File: src/sv/control_flow_termination_check_defines.svh
// Assertion macros shared by the termination check RTL.
`ifndef CONTROL_FLOW_TERMINATION_CHECK_DEFINES_SVH
`define CONTROL_FLOW_TERMINATION_CHECK_DEFINES_SVH

// Same-cycle implication, checked on every rising edge outside reset.
`define CTFC_ASSERT_NOW(label, clk, rst, ante, cons) \
   label: assert property (@(posedge clk) disable iff (rst) (ante) |-> (cons)) \
      else $error("ctfc assertion failed");

// Next-cycle implication, checked on every rising edge outside reset.
`define CTFC_ASSERT_NEXT(label, clk, rst, ante, cons) \
   label: assert property (@(posedge clk) disable iff (rst) (ante) |=> (cons)) \
      else $error("ctfc assertion failed");

`endif

File: src/sv/ctfc_ram.sv
// Generic single-write, single-read RAM with registered read data.
module ctfc_ram #(
   parameter int WIDTH = 8,
   parameter int DEPTH = 16,
   localparam int AW   = (DEPTH > 1) ? $clog2(DEPTH) : 1
) (
   input  logic             clock,
   input  logic             wr_en,
   input  logic [AW-1:0]    wr_addr,
   input  logic [WIDTH-1:0] wr_data,
   input  logic             rd_en,
   input  logic [AW-1:0]    rd_addr,
   output logic [WIDTH-1:0] rd_data
);

   logic [WIDTH-1:0] mem_ff [DEPTH];
   logic [WIDTH-1:0] rd_data_ff;

   always_ff @(posedge clock) begin
      if (wr_en) begin
         mem_ff[wr_addr] <= wr_data;
      end
      if (rd_en) begin
         rd_data_ff <= mem_ff[rd_addr];
      end
   end

   assign rd_data = rd_data_ff;

endmodule

File: config.mk
export PLATFORM = sky130hd
export DESIGN_NAME = ctfc_ram
export DESIGN_NICKNAME = d
export VERILOG_FILES = /design/src/sv/control_flow_termination_check_defines.svh /design/src/sv/ctfc_ram.sv
export SDC_FILE = /design/constraint.sdc
export NUM_CORES = 1
export LEC_CHECK = 0
export BUFFER_PORTS_ARGS = -buffer_cell sky130_fd_sc_hd__buf_2
export CAP_MARGIN = 15
export CORE_AREA = 2 2 136 138
export CTS_CLUSTER_DIAMETER = 200
export DETAILED_ROUTE_END_ITERATION = 10
export DIE_AREA = 0 0 138 140
export GPL_TIMING_DRIVEN = 0
export HOLD_SLACK_MARGIN = 0.15
export SLEW_MARGIN = 20
export SYNTH_ARGS = -nofsm -noshare
export SYNTH_HDL_FRONTEND = slang
export SYNTH_SLANG_ARGS = --single-unit
File: constraint.sdc
create_clock -name clock -period 2 [get_ports clock]
set_input_delay 0.3 -clock clock [delete_from_list [all_inputs] [get_ports clock]]
set_output_delay 0.3 -clock clock [all_outputs]
set_load 0.01 [all_outputs]
# Word-level counts from Yosys, hierarchy flattened
# Memory sizes are Yosys's and may differ from the RTL's. A register that Yosys moved wholly into a read port is not among the register bits.
# Index checks and enable logic that the tools add are counted.
# W data, S select, Z words.
[word_totals]
ram_bits = 128
out_inout_bits = 8
mem_bits_ro = 0
register_bits = 0
latch_bits = 0
n_memories = 1
elab_cells = 3
[classes]
add_sub_neg = 0
n_shift = 0
multipliers = 0
muxes = 2
order_cmp = 0
reduce_logical = 0
eq_ne = 0
div_mod_pow = 0
bitwise_logic = 0
[mem_list]
columns = ["memory", "words", "width", "rd", "rd_clocked_by_memory_dff", "write_ports", "line_no", "source"]
rows = [
  ["mem_ff", 16, 8, 1, 1, 1, "ctfc_ram.sv:16", "logic [WIDTH-1:0] mem_ff [DEPTH];"],
]
[op_table]
columns = ["operator", "count"]
rows = [
  ["$mux W1", 2],
]

# Depth between registers and ports, before layout
[depth]
ltp_word = 2
ltp_mapped = 5

# Worst setup path before layout
# No wires, ideal clock.
[synth_path]
path_kind = "input -> register"
start = "input wr_addr[2]"
end = "memory mem_ff[0][0], enable pin"
setup_time_ps = 383
required_ps = 1617
setup_slack_ps = 207
cell_stages = 2
arrival_ps = 1410
path_cell_list = "or3b_2 > nor3_1"
[synth_lines]
columns = ["item", "line_no", "source"]
rows = [
  ["start, declared", "ctfc_ram.sv:9", "input logic [AW-1:0] wr_addr,"],
  ["end, declared", "ctfc_ram.sv:16", ""],
]
# Straight into the memory's write port.

==> qor.yml <==
cts_sinks: 136
power_mw: 6.78
synth-async-reset-ratio_pct: 0
stdcell_area_mm2: 0.00627
seq_area_mm2: 0.00408
cts-resized-gates: 0
finalCriticalPeriod_ns: 1.67
antenna_cells: 0
p_int_mw: 5.51
slew_violations: 0
syn_nets: 248
max_stage_delay_ns: 0.54
io-pin-count: 27
n_fill_cell: 1661
critPathSlowestCell: "mux4_1"
clock_tree.root_cell: "clkbuf_16"
grt_usage_pct: 11.3
nNetsFinal: 292
peakVddDrop_v: 0.000596
drtIter0Drc: 393
tightest_slew_ns: 0.867
p_seq_share_pct: 47.6
numPortBuffers: 25
die-width_um: 138
ys_seq_area_share_pct: 78.1
grt_max_degree: 17
hold_viol_final: 0
numCtsBuffers: 17
dr_total_vias: 2394
cts_tree: "done"
ys.flop_type: "edfxtp_1"
dp.cells: 483
route.detailed.drc: 0
post_cts_buffers: 0
design.die.area_mm2: 0.0193
drive_gt1_share_pct: 29.2
switching_share_pct: 18.8
syn_area_mm2: 0.00523
cp_data_arrival_time_ns: 1.80
place.gp.congestion: 0.842
crit_chain: "mux4_1, a22oi_1, nand2_1"
setup_viol_count_final: 0
syn_avg_cell_area_um2: 22.8
core-area_mm2: 0.0178
ant_nets: 0
firstDrtPassIters: 4
gr-total-overflow: 0
hp-class: "in2reg"
pwr-share-comb_pct: 4.7
worst-path-max-fanout: 1
multi_input_area_mm2: 0.00108
h-tree-depth: 4
yosys_warnings: 0
rows: 49
status: "complete, no violations"
grt_pass1_wl_um: 15400
dp_hpwl_um: 6710
initial_core_util_pct: 29.4
maxCapViolCount: 0
slew_headroom_pct: 42.0
die_h_um: 140
finalNonFillerCells: 513
required_ns: 2.13
grt_pass1_vias: 2502
critPathLaunchType: "flip-flop"
via_per_inst: 4.67
syn_to_final_growth_pct: 20.0
cts_hold_buf: 0
clk_latency_ns: 0.41
p_sw_mw: 1.27
netlist-cell-type-count: 18
cts_max_path_buffers: 2
ys_ff_latch: 136
clock_skew_ns: 0.00782
place_area_mm2: 0.00566
fin_crit_sh_pct: 83.4
critical_path_class: "reg2reg"
synth_edf_count: 136
antenna_found_initial: 0
max_freq_ghz: 0.599
wl_um: 10400
leakage_nw: 2.05
p_clk_share_pct: 47.8
rsz0062_at_grt: "no"
clk_pin_slew_ns: 0.05
p_per_area_mw_per_mm2: 1080
worst_setup_path_end_kind: "flip-flop"
avgRoutedWirePerCell_um: 20.3
syn_inst: 229
-- metal layers --
| layer | up-vias | track usage (%) | wire length (µm) |
|---|---|---|---|
| met4 | 0 | 4.19 | 123 |
| met3 | 12 | 4.75 | 814 |
| met2 | 79 | 17.2 | 4950 |
| met5 | - | 0 | 0 |
| met1 | 1237 | 14.4 | 4520 |
| li1 | 1066 | - | - |
-- critical path: cells and delay by family (launching register included) --
kind	cells	cell delay (ns)
mux	1	0.54
flops	1	0.37
compound gates	1	0.33
simple gates	1	0.16
-- cell families (layout without fill, tap and decap cells) --
group                  count (synthesis)  count (layout)  share of synthesized area [%]
buffers and inverters                 10              65                           1.65
AO/OA/AOI/OAI                         16              16                           2.30
AND/OR/NAND/NOR                       35              35                           3.14
flip-flops                           136             136                           78.1
multiplexers                          32              32                           14.8
-- synth_stat cells (2+ instances only) --
| cell type | n | area [µm²] |
|---|---|---|
| edfxtp_1 | 136 | 4080 |
| mux4_2 | 18 | 405 |
| a22oi_1 | 16 | 120 |
| mux4_1 | 14 | 368 |
| nor2_1 | 13 | 48.8 |
| nand2_1 | 9 | 33.8 |
| nor3_1 | 4 | 20.0 |
| buf_2 | 3 | 15.0 |
| buf_6 | 3 | 33.8 |
| clkdlybuf4s25_2 | 3 | 30.0 |
| nand2b_1 | 2 | 12.5 |
| nand3b_1 | 2 | 15.0 |
-- through the flow --
stage / worst slack [ns] / setup TNS, ns / utilization, % / hold WS, ns
after floorplan: 0.207 / 0 / - / 0.399
after global placement: -0.369 / -4.95 / 31.7 / 0.630
after detailed placement: -0.0105 / -0.144 / 31.8 / 0.636
after CTS: 0.382 / 0 / 35.3 / 0.207
after global routing: 0.285 / 0 / 35.3 / 0.224
final: 0.331 / 0 / 35.3 / 0.220
-- sequential cells by signal, indices dropped and copies added, names as in the netlist --
name     cells
mem_ff     128
rd_data      8
-- placed cells by master, fill, tap and decap left out, types with 2 or more instances in the layout --
| cell | count |
|---|---|
| mux4_2 | 18 |
| clkinv_2 | 2 |
| nor2_1 | 13 |
| clkbuf_16 | 17 |
| nand2_1 | 9 |
| a22oi_1 | 16 |
| nor3_2 | 4 |
| edfxtp_1 | 136 |
| nand3b_1 | 2 |
| bufinv_16 | 5 |
| buf_6 | 3 |
| nand2b_1 | 2 |
| mux4_1 | 14 |
| clkinv_1 | 4 |
| buf_2 | 28 |
| clkdlybuf4s25_2 | 3 |
-- power groups by stage --
stage,logic (mW),clock network (mW),registers (mW)
after floorplan,0.162,0,3.29
after global placement,0.307,0,3.28
after detailed placement,0.318,0,3.28
after CTS,0.319,3.29,3.23
after global routing,0.341,3.42,3.23
final,0.316,3.24,3.23
-- layout make-up --
type	count	area share (%)
clock buffer	18	6.84
sequential	136	65.1
timing repair buffer	25	2.00
tap	229	4.57
buffer	10	1.38
multi-input combinational	83	17.2
clock inverter	12	2.91
-- worst paths after layout --
check	start	end	slack, ns	cells past startpoint
worst max register to register	mem_ff[1][0]	rd_data[0]	0.33	3
worst max-delay path	mem_ff[1][0]	rd_data[0]	0.33	3
worst min register to register	mem_ff[12][3]	rd_data[3]	0.76	3
worst min-delay path	rd_en	rd_data[0]	0.22	1
Power figures use the tool's default switching activity.
